File: src/hw/rtl/dirty_range_coalescer_defines.svh
`ifndef DIRTY_RANGE_COALESCER_DEFINES_SVH
`define DIRTY_RANGE_COALESCER_DEFINES_SVH

// same-cycle implication, checked outside reset
`define DRC_ASSERT_IMP(lbl, clk, rst, a, b) \
  lbl: assert property (@(posedge clk) disable iff (rst) (a) |-> (b)) \
    else $error("drc assertion failed");

// next-cycle implication, checked outside reset
`define DRC_ASSERT_NXT(lbl, clk, rst, a, b) \
  lbl: assert property (@(posedge clk) disable iff (rst) (a) |=> (b)) \
    else $error("drc assertion failed");

// condition never holds
`define DRC_ASSERT_NEVER(lbl, clk, rst, a) \
  lbl: assert property (@(posedge clk) disable iff (rst) !(a)) \
    else $error("drc assertion failed");

`endif

File: src/hw/rtl/drc_pkg.sv
`timescale 1ns / 1ps

package drc_pkg;

  localparam int ENTRY_COUNT_DEF = 1024;
  localparam int IDX_W           = 10;
  localparam int CNT_W           = 11;
  localparam int GAP_W           = 10;
  localparam int IN_TDATA_W      = 16;
  localparam int OUT_TDATA_W     = 24;
  localparam int OUT_PAD_W       = OUT_TDATA_W - IDX_W - CNT_W;
  localparam int IN_PAD_W        = IN_TDATA_W - IDX_W;

  localparam logic [GAP_W-1:0] GAP_MIN   = GAP_W'(20);
  localparam logic [GAP_W-1:0] GAP_RESET = GAP_W'(20);

  localparam logic FUNC_MARK  = 1'b0;
  localparam logic FUNC_FLUSH = 1'b1;

  typedef enum logic [2:0] {
    ST_CLEAR = 3'b001,
    ST_IDLE  = 3'b010,
    ST_WALK  = 3'b100
  } state_t;

endpackage

File: src/hw/rtl/dirty_range_coalescer.sv
`timescale 1ns / 1ps
// mark beat: no result; marks can follow every cycle while the output register is free
// flush beat with nothing dirty: one empty result in the output register next cycle
// flush beat with dirty entries: walks low_bound to high_bound, one entry per cycle
// through the single-port-read dirty memory, stalling while the result beat is held back
// reset: the dirty memory is swept clear, one entry per cycle,
// s_tready stays low meanwhile; gap_limit returns to 20 and can be written at once

`include "dirty_range_coalescer_defines.svh"

module dirty_range_coalescer
  import drc_pkg::*;
#(
  parameter int ENTRY_COUNT = ENTRY_COUNT_DEF
) (
  input  logic                   clk,
  input  logic                   rst,
  input  logic                   s_tvalid,
  output logic                   s_tready,
  input  logic [IN_TDATA_W-1:0]  s_tdata,   // entry_index, pad
  input  logic                   s_tuser,   // func
  output logic                   m_tvalid,
  input  logic                   m_tready,
  output logic [OUT_TDATA_W-1:0] m_tdata,   // range_start, range_count, pad
  output logic                   m_tuser,   // empty_res
  output logic                   m_tlast,
  input  logic                   cfg_valid,
  output logic                   cfg_ready,
  input  logic [GAP_W-1:0]       cfg_data
);

  localparam int AW = $clog2(ENTRY_COUNT);

  state_t state;

  logic [GAP_W-1:0] gap_limit;
  logic [IDX_W-1:0] low_bound;
  logic [IDX_W-1:0] high_bound;
  logic             any_dirty;

  logic [AW-1:0]    clr_addr;
  logic [IDX_W-1:0] rd_addr;
  logic             rd_done;
  logic             proc_valid;
  logic [IDX_W-1:0] proc_addr;
  logic [CNT_W-1:0] skip;
  logic             open;
  logic [IDX_W-1:0] from;

  logic [IDX_W-1:0] range_start;
  logic [CNT_W-1:0] range_count;
  logic             empty_res;
  logic             last;

  logic             mem [ENTRY_COUNT];
  logic             mem_rdata;
  logic             mem_we;
  logic [AW-1:0]    mem_waddr;
  logic             mem_wdata;
  logic             mem_re;

  logic             in_beat;
  logic             out_free;
  logic [IDX_W-1:0] entry_index;
  logic             mark_ok;
  logic [GAP_W-1:0] limit;
  logic [CNT_W-1:0] skip_inc;
  logic             open_n;
  logic [IDX_W-1:0] from_n;
  logic             proc_last;
  logic             emit;
  logic             step;
  logic             proc_step;
  logic             out_load;

  assign entry_index = s_tdata[IDX_W-1:0];
  assign out_free    = !m_tvalid || m_tready;
  assign s_tready    = (state == ST_IDLE) && out_free;
  assign in_beat     = s_tvalid && s_tready;
  assign cfg_ready   = 1'b1;
  assign mark_ok     = (32'(entry_index) < ENTRY_COUNT);

  assign limit     = (gap_limit < GAP_MIN) ? GAP_MIN : gap_limit;
  assign skip_inc  = skip + CNT_W'(!mem_rdata);
  assign open_n    = open || mem_rdata;
  assign from_n    = open ? from : proc_addr;
  assign proc_last = (proc_addr == high_bound);
  assign emit      = open_n && ((skip_inc >= {1'b0, limit}) || proc_last);
  assign step      = (state == ST_WALK) && (!proc_valid || !emit || out_free);
  assign proc_step = step && proc_valid;
  assign out_load  = (proc_step && emit) || (in_beat && s_tuser == FUNC_FLUSH && !any_dirty);

  always_comb begin
    mem_we    = 1'b0;
    mem_waddr = clr_addr;
    mem_wdata = 1'b0;
    case (state)
      ST_CLEAR: begin
        mem_we = 1'b1;
      end
      ST_IDLE: begin
        mem_we    = in_beat && s_tuser == FUNC_MARK && mark_ok;
        mem_waddr = AW'(entry_index);
        mem_wdata = 1'b1;
      end
      ST_WALK: begin
        mem_we    = proc_step;
        mem_waddr = AW'(proc_addr);
      end
      default: begin
        mem_we = 1'b0;
      end
    endcase
  end

  assign mem_re = step && !rd_done;

  always_ff @(posedge clk) begin
    if (mem_we) begin
      mem[mem_waddr] <= mem_wdata;
    end
    if (mem_re) begin
      mem_rdata <= mem[AW'(rd_addr)];
    end
  end

  always_ff @(posedge clk) begin
    if (rst) begin
      gap_limit <= GAP_RESET;
    end else if (cfg_valid && cfg_ready) begin
      gap_limit <= cfg_data;
    end
  end

  always_ff @(posedge clk) begin
    if (rst) begin
      state      <= ST_CLEAR;
      clr_addr   <= '0;
      low_bound  <= '0;
      high_bound <= '0;
      any_dirty  <= 1'b0;
      rd_addr    <= '0;
      rd_done    <= 1'b1;
      proc_valid <= 1'b0;
      proc_addr  <= '0;
      skip       <= '0;
      open       <= 1'b0;
      from       <= '0;
    end else begin
      case (state)
        ST_CLEAR: begin
          clr_addr <= clr_addr + AW'(1);
          if (clr_addr == AW'(ENTRY_COUNT - 1)) begin
            state <= ST_IDLE;
          end
        end
        ST_IDLE: begin
          if (in_beat) begin
            if (s_tuser == FUNC_MARK) begin
              if (mark_ok) begin
                if (!any_dirty || entry_index < low_bound) begin
                  low_bound <= entry_index;
                end
                if (!any_dirty || entry_index > high_bound) begin
                  high_bound <= entry_index;
                end
                any_dirty <= 1'b1;
              end
            end else if (any_dirty) begin
              state      <= ST_WALK;
              rd_addr    <= low_bound;
              rd_done    <= 1'b0;
              proc_valid <= 1'b0;
              skip       <= '0;
              open       <= 1'b0;
            end
          end
        end
        ST_WALK: begin
          // the last entry is processed with rd_done set, so proc_valid drops here
          if (step) begin
            proc_valid <= !rd_done;
            proc_addr  <= rd_addr;
            if (!rd_done) begin
              rd_addr <= rd_addr + IDX_W'(1);
              rd_done <= (rd_addr == high_bound);
            end
          end
          if (proc_step) begin
            skip <= emit ? '0 : skip_inc;
            open <= emit ? 1'b0 : open_n;
            from <= from_n;
            if (proc_last) begin
              state      <= ST_IDLE;
              low_bound  <= '0;
              high_bound <= '0;
              any_dirty  <= 1'b0;
            end
          end
        end
        default: begin
          state <= ST_IDLE;
        end
      endcase
    end
  end

  // output register
  always_ff @(posedge clk) begin
    if (rst) begin
      m_tvalid <= 1'b0;
    end else if (out_load) begin
      m_tvalid <= 1'b1;
    end else if (m_tready) begin
      m_tvalid <= 1'b0;
    end
  end

  always_ff @(posedge clk) begin
    if (out_load) begin
      if (state == ST_WALK) begin
        range_start <= from_n;
        range_count <= {1'b0, proc_addr} + CNT_W'(1) - {1'b0, from_n};
        empty_res   <= 1'b0;
        last        <= proc_last;
      end else begin
        range_start <= '0;
        range_count <= '0;
        empty_res   <= 1'b1;
        last        <= 1'b1;
      end
    end
  end

  assign m_tdata = {{OUT_PAD_W{1'b0}}, range_count, range_start};
  assign m_tuser = empty_res;
  assign m_tlast = last;

  `DRC_ASSERT_NEVER(a_no_overwrite, clk, rst, out_load && m_tvalid && !m_tready)
  `DRC_ASSERT_NXT(a_last_ends_walk, clk, rst, proc_step && proc_last,
                  state == ST_IDLE && !any_dirty)
  `DRC_ASSERT_IMP(a_walk_in_span, clk, rst, state == ST_WALK && proc_valid,
                  proc_addr >= low_bound && proc_addr <= high_bound)
  `DRC_ASSERT_IMP(a_clear_clean, clk, rst, state == ST_CLEAR, !any_dirty && !m_tvalid)

endmodule

File: config.mk
export PLATFORM = sky130hd
export DESIGN_NAME = dirty_range_coalescer
export DESIGN_NICKNAME = d
export VERILOG_FILES = /design/src/hw/rtl/drc_pkg.sv /design/src/hw/rtl/dirty_range_coalescer.sv
export VERILOG_INCLUDE_DIRS = /design/src /design/src/hw/rtl
export SDC_FILE = /design/constraint.sdc
export NUM_CORES = 2
export LEC_CHECK = 0
export BUFFER_PORTS_ARGS = -buffer_cell sky130_fd_sc_hd__buf_2
export CORE_ASPECT_RATIO = 1.1
export CORE_UTILIZATION = 50
export CTS_BUF_LIST = sky130_fd_sc_hd__clkbuf_4
export CTS_CLUSTER_SIZE = 8
export DETAILED_ROUTE_END_ITERATION = 8
export PLACE_DENSITY = 0.67
export SETUP_SLACK_MARGIN = 0.3
export SLEW_MARGIN = 40
export SYNTH_ARGS = -nofsm -noshare
export SYNTH_HDL_FRONTEND = slang
export SYNTH_SLANG_ARGS = --single-unit
File: constraint.sdc
create_clock -name clk -period 63.8 [get_ports clk]
set_clock_uncertainty 0.1 [all_clocks]
set_input_delay 6.38 -clock clk [delete_from_list [all_inputs] [get_ports clk]]
set_output_delay 6.38 -clock clk [all_outputs]
set_load 0.02 [all_outputs]
## Yosys cells after proc, flatten, opt, wreduce, memory -nomap -nowiden

Memories as Yosys holds them, arrays and structs flattened. A register that Yosys moved wholly into a read port is not among the register bits.
Index checks and enable logic that the tools add are counted.

- Register bits after elaboration: 112
- Bits in writable memories: 1024
- Input bits: 32
- Output and inout bits: 29
- Memories kept: 1

Memory list:

| memory | words | width | rd ports | clocked after memory_dff | write ports | line | text |
|---|---|---|---|---|---|---|---|
| mem | 1024 | 1 | 1 | 1 | 1 | dirty_range_coalescer.sv:55 | `logic mem [ENTRY_COUNT];` |

- Add/sub/neg operators: 5
- Magnitude comparators: 4
- Equal/unequal tests: 17
- Muxes and demuxes: 55
- Bitwise gates (word level): 1
- Reduce and logical (&&, ||, !) cells: 35

Operators with widths:

| operator | number |
|---|---|
| 2-to-1 mux 10 bit | 15 |
| case mux 10 bit (2 select lines) | 4 |
| 2-to-1 mux 11 bit | 5 |
| AND reduction 6 bit | 4 |
| case mux 11 bit (2 select lines) | 1 |
| adder 10 x 1 -> 10 bit, second input constant | 2 |
| == test 10 bit | 2 |
| 2-to-1 mux 1 bit | 18 |
| 2-to-1 mux 3 bit | 6 |
| != test 2 bit, second input constant | 9 |
| AND reduction 5 bit | 3 |
| adder 10 x 1 -> 11 bit, second input constant | 1 |
| adder 11 x 1 -> 11 bit | 1 |
| >= comparator 11 x 10 -> 1 bit | 1 |
| subtractor 11 x 10 -> 11 bit | 1 |
| == test 10 bit, second input constant | 1 |
| greater-than comparator 10 bit | 1 |
| logical AND 1 bit | 10 |
| < comparator 10 bit | 1 |
| < comparator 10 x 5 -> 1 bit, second input constant | 1 |
| case mux 3 bit (3 select lines) | 1 |
| logical OR 1 bit | 8 |
| case mux 1 bit (2 select lines) | 4 |
| zero test 1 bit | 6 |
| 8 further kinds | 11 |

## Depth between registers and ports, before layout

- Word-level depth: 13
- Gate-level depth with buffers: 21
- Depth with buffers taken out: 17

## Least setup slack after synthesis

No wires, ideal clock.

- Path kind: register -> register
- Start point: register state[0]
- End point: memory mem[800] (enable)
- Data arrival time: 20323 ps
- Required time: 63401 ps
- Setup slack: 43078 ps
- Stages on the path, launching flop included: 8
- Cell sequence: dfxtp_1 nor3b_4 clkbuf_1 a221oi_1 nor2_1 nand2_1 clkbuf_1 nor2_1

- Longest elaborated chain between the ends: 7

RTL lines:

| what | line | text |
|---|---|---|
| from (decl) | dirty_range_coalescer.sv:34 | `state_t state;` |
| from (signal assigned) | dirty_range_coalescer.sv:137 | `state <= ST_CLEAR;` |
| from (signal assigned) | dirty_range_coalescer.sv:154 | `state <= ST_IDLE;` |
| from (signal assigned) | dirty_range_coalescer.sv:170 | `state <= ST_WALK;` |
| == test 3 x 2 -> 1 bit | dirty_range_coalescer.sv:78, dirty_range_coalescer.sv:97 |  |
| logical AND 1 bit | dirty_range_coalescer.sv:78 | `assign s_tready = (state == ST_IDLE) && out_free;` |
| logical AND 1 bit | dirty_range_coalescer.sv:79 | `assign in_beat = s_tvalid && s_tready;` |
| logical AND 1 bit | dirty_range_coalescer.sv:102 | `mem_we = in_beat && s_tuser == FUNC_MARK && mark_ok;` |
| case mux 1 bit (3 select lines) | dirty_range_coalescer.sv:97 | `case (state)` |
| 2-to-1 mux 1 bit | dirty_range_coalescer.sv:119 | `if (mem_we) begin` |
| 2-to-1 mux 1 bit (implied by the code) | dirty_range_coalescer.sv:120 | `mem[mem_waddr] <= mem_wdata;` |
| to (decl) | dirty_range_coalescer.sv:55 |  |

Parallel ways exist; a longest one is shown, timed or not.

## Final worst setup path

- Start point: input m_tready
- End point: output s_tready

- Longest elaborated chain between the ends: 2

RTL lines:

| what | line | text |
|---|---|---|
| from (decl) | dirty_range_coalescer.sv:23 | `input logic m_tready,` |
| logical OR 1 bit | dirty_range_coalescer.sv:77 | `assign out_free = !m_tvalid \|\| m_tready;` |
| logical AND 1 bit | dirty_range_coalescer.sv:78 |  |
| to (decl) | dirty_range_coalescer.sv:19 | `output logic s_tready,` |

No other way between the ends.

==> summary.md <==
| Metric | Value |
|---|---|
| CP required | `57320 ps` |
| #FFs+latches synth | `1137` |
| Number of synthesized flops with an enable pin | `1048` |
| Synth area leaders | `edfxtp_1 62%, mux4_2 10%, nor2_1 8.5%, dfxtp_1 3.5%, mux2i_1 2.5%` |
| 1st-iter DRT viols | `4022` |
| Dpl ws | `50330 ps` |
| Core ar. | `0.101 mm²` |
| Post-CTS setup buffer count | `0` |
| Via count | `32800` |
| Cells along the critical path | `buf_2, nor2b_1, nor2b_1, buf_2` |
| Mapped cell area | `0.0509 mm²` |
| Clock transition at path regs | `50 ps` |
| Post-synth top area cell | `edfxtp_1` |
| CP startpoint kind | `primary input` |
| First drt pass iteration count | `5` |
| Final worst slack | `50340 ps` |
| Vias in the first global route | `32000` |
| Post-synth top area share | `61.8%` |
| Placer Congestion | `0.846` |
| Worst hold slack | `372 ps` |
| Total GRT Usage | `26.8%` |
| Post-DR wirelength/cell | `25.6 µm` |
| Worst rel slew slack | `40.2%` |
| Setup Viol. Count Final | `0` |
| P&R area growth vs syn | `9.53%` |
| P_leak | `17.3 nW` |
| Min Tclk post-route | `13460 ps` |
| Fmax | `74.3 MHz` |
| Worst hold path type | `register to register` |
| CTS HTree Levels | `5` |
| RSZ-0062 raised after global routing | `no` |
| Asr flop ratio synth | `0%` |
| Status | `finished, final reports clean` |
| Fin. Hold Viols | `0` |
| Ys flop type | `edfxtp_1` |
| Setup tns final | `0 ps` |
| Post-DP HPWL | `72600 µm` |
| Yosys warns | `0` |
| Clock sink total | `1137` |
| Synthesized instance count | `3790` |
| Initial antenna violation count | `3` |
| Cts bufs inserted | `302` |
| Die width | `306 µm` |
| Fin. max-slew vios | `0` |
| Synth cell types | `73` |
| Nets | `3977` |
| Remaining global-route overflow | `0` |
| Number of remaining DRC errors | `0` |
| # rows | `122` |
| Pwr dens | `26.6 mW/mm²` |
| Clock root buffer | `clkbuf_4` |
| Die area | `0.103 mm²` |
| Initial Util | `50.6%` |
| Post-DRT Antenna Nets | `0` |
| Measured slew at the worst slew-check pin | `896 ps` |
| Sequential share of the synthesized area | `65.3%` |
| Post-CTS Hold Fix Bufs | `0` |
| Avg Cell Area, Syn | `13.4 µm²` |
| Global-route wire length before repair | `201000 µm` |
| I/O pins | `61` |
| Critical path capture point type | `output pin` |
| Max VDD drop | `0.0191 mV` |
| Largest stage delay, worst path | `210 ps` |
| Tcrit/Tclk final | `21.1%` |
| Largest net degree at the start of global routing | `256` |
| Layout cells sized above 1 | `22.6%` |
| Critical Path AT | `6990 ps` |
| Max Buffers Root-to-Sink | `4` |
| Post-CTS sizing | `0` |
| CP Max Fanout | `4` |
| Die Y | `337 µm` |
| WS Path Type | `primary input to output pin` |
| Via density | `6.10` |
| Port Buffers | `50` |
| Slowest CP cell | `nor2b_1` |
| Max-Cap Viols | `0` |
| TritonCTS clock tree | `built` |
| Clock Latency Late Sink | `1150 ps` |
| Final wirelength | `138000 µm` |
-- kinds of logic after synthesis --
logic type                 share of synthesized area, %
and+or+nand+nor                                    11.7
other                                            0.0147
xor gates and xnor gates                          0.705
AOI/OAI and AO/OA                                  4.48
adders and majority gates                          1.32
muxes                                              12.8
buffers and inverters                              3.73
DFF                                                65.3
-- Yosys cell counts, types with 52 or more instances --
master	number
a21oi_1	75
nand2_1	137
clkbuf_1	154
ha_1	52
o21ai_0	52
edfxtp_1	1048
mux2i_1	129
nor2_1	1155
mux4_2	228
nand3_1	58
dfxtp_1	89
buf_2	116
-- power by group --
| group | switching (mW) | internal [mW] |
|---|---|---|
| sequential | 0.00145 | 0.809 |
| combinational | 0.0543 | 0.0118 |
| clock | 0.286 | 0.320 |
| total | 0.342 | 1.14 |
-- stage by stage --
stage                     cells  util (%)  cell area, µm²  power [mW]
after CTS                  5370      55.3           55700        1.49
after detailed placement   4887      51.8           52200       0.891
after global placement     4885      51.6           52000       0.889
after global routing       5374      55.4           55800        1.53
after floorplan            3792         -           50900       0.866
final                      5377      55.4           55800        1.48
-- flip-flops by register name (all words and copies together), names as in the netlist, 3 cells and up --
| signal | cells |
|---|---|
| skip | 11 |
| high_bound | 10 |
| clr_addr | 10 |
| range_count | 11 |
| mem | 1024 |
| range_start | 10 |
| from | 10 |
| gap_limit | 10 |
| proc_addr | 10 |
| rd_addr | 10 |
| state | 3 |
| low_bound | 10 |
-- layout by cell type (no fill, tap or decap), types with 15 or more instances in the layout --
cell type  Yosys  routed
a211oi_1      23      22
a21oi_1       75      74
a221oi_1      18      18
a22o_1        16      16
a22oi_1       36      36
and2_1        18      15
buf_2        116      50
buf_4         30      71
clkbuf_4       0     433
clkinv_1       2      37
dfxtp_1       89      84
edfxtp_1    1048    1048
ha_1          52      52
inv_1         42      42
mux2i_1      129     129
mux4_2       228     228
nand2_1      137     106
nand2_2        0      31
nand3_1       58      29
nand3_2        0      21
nor2_1      1155    1148
nor2b_1       23      22
nor3_1        19      17
o21ai_0       52      50
o22ai_1       15      15
xnor2_1       25      25
xor2_1        16      16
-- path summary, 6_finish.rpt --
kind	start	endpoint	slack, ps	depth (start not counted)
max	m_tready	s_tready	50340	4
min	skip[0]	skip[0]	370	2
max reg2reg	rd_addr[0]	mem_rdata	58010	11
min reg2reg	skip[0]	skip[0]	370	2
-- final cells by class --
type / count / area [µm²]
Antenna cell: 4 / 10.0
Clock buffer: 433 / 3250
Clock inverter: 50 / 282
Fill cell: 8324 / 45000
Inverter: 44 / 165
Multi-Input combinational cell: 2272 / 16200
Sequential cell: 1137 / 33300
Tap cell: 1302 / 1630
Timing Repair Buffer: 135 / 996
-- routing by layer --
metal	share of wire, %	vias to the layer above	wire, µm	track usage (%)
met4	3.6	2	4940	11.3
li1	-	14200	-	-
met3	9.7	278	13400	5.61
met2	48	1716	66800	44.1
met1	38	16600	52700	34.6
met5	0.0094	-	13	0
-- critical path, delay by kind of cell --
family,cells,cell delay [ps]
buffers and inverters,2,260
and+or+nand+nor,2,330
No activity file was read; power rests on OpenSTA's default activity.
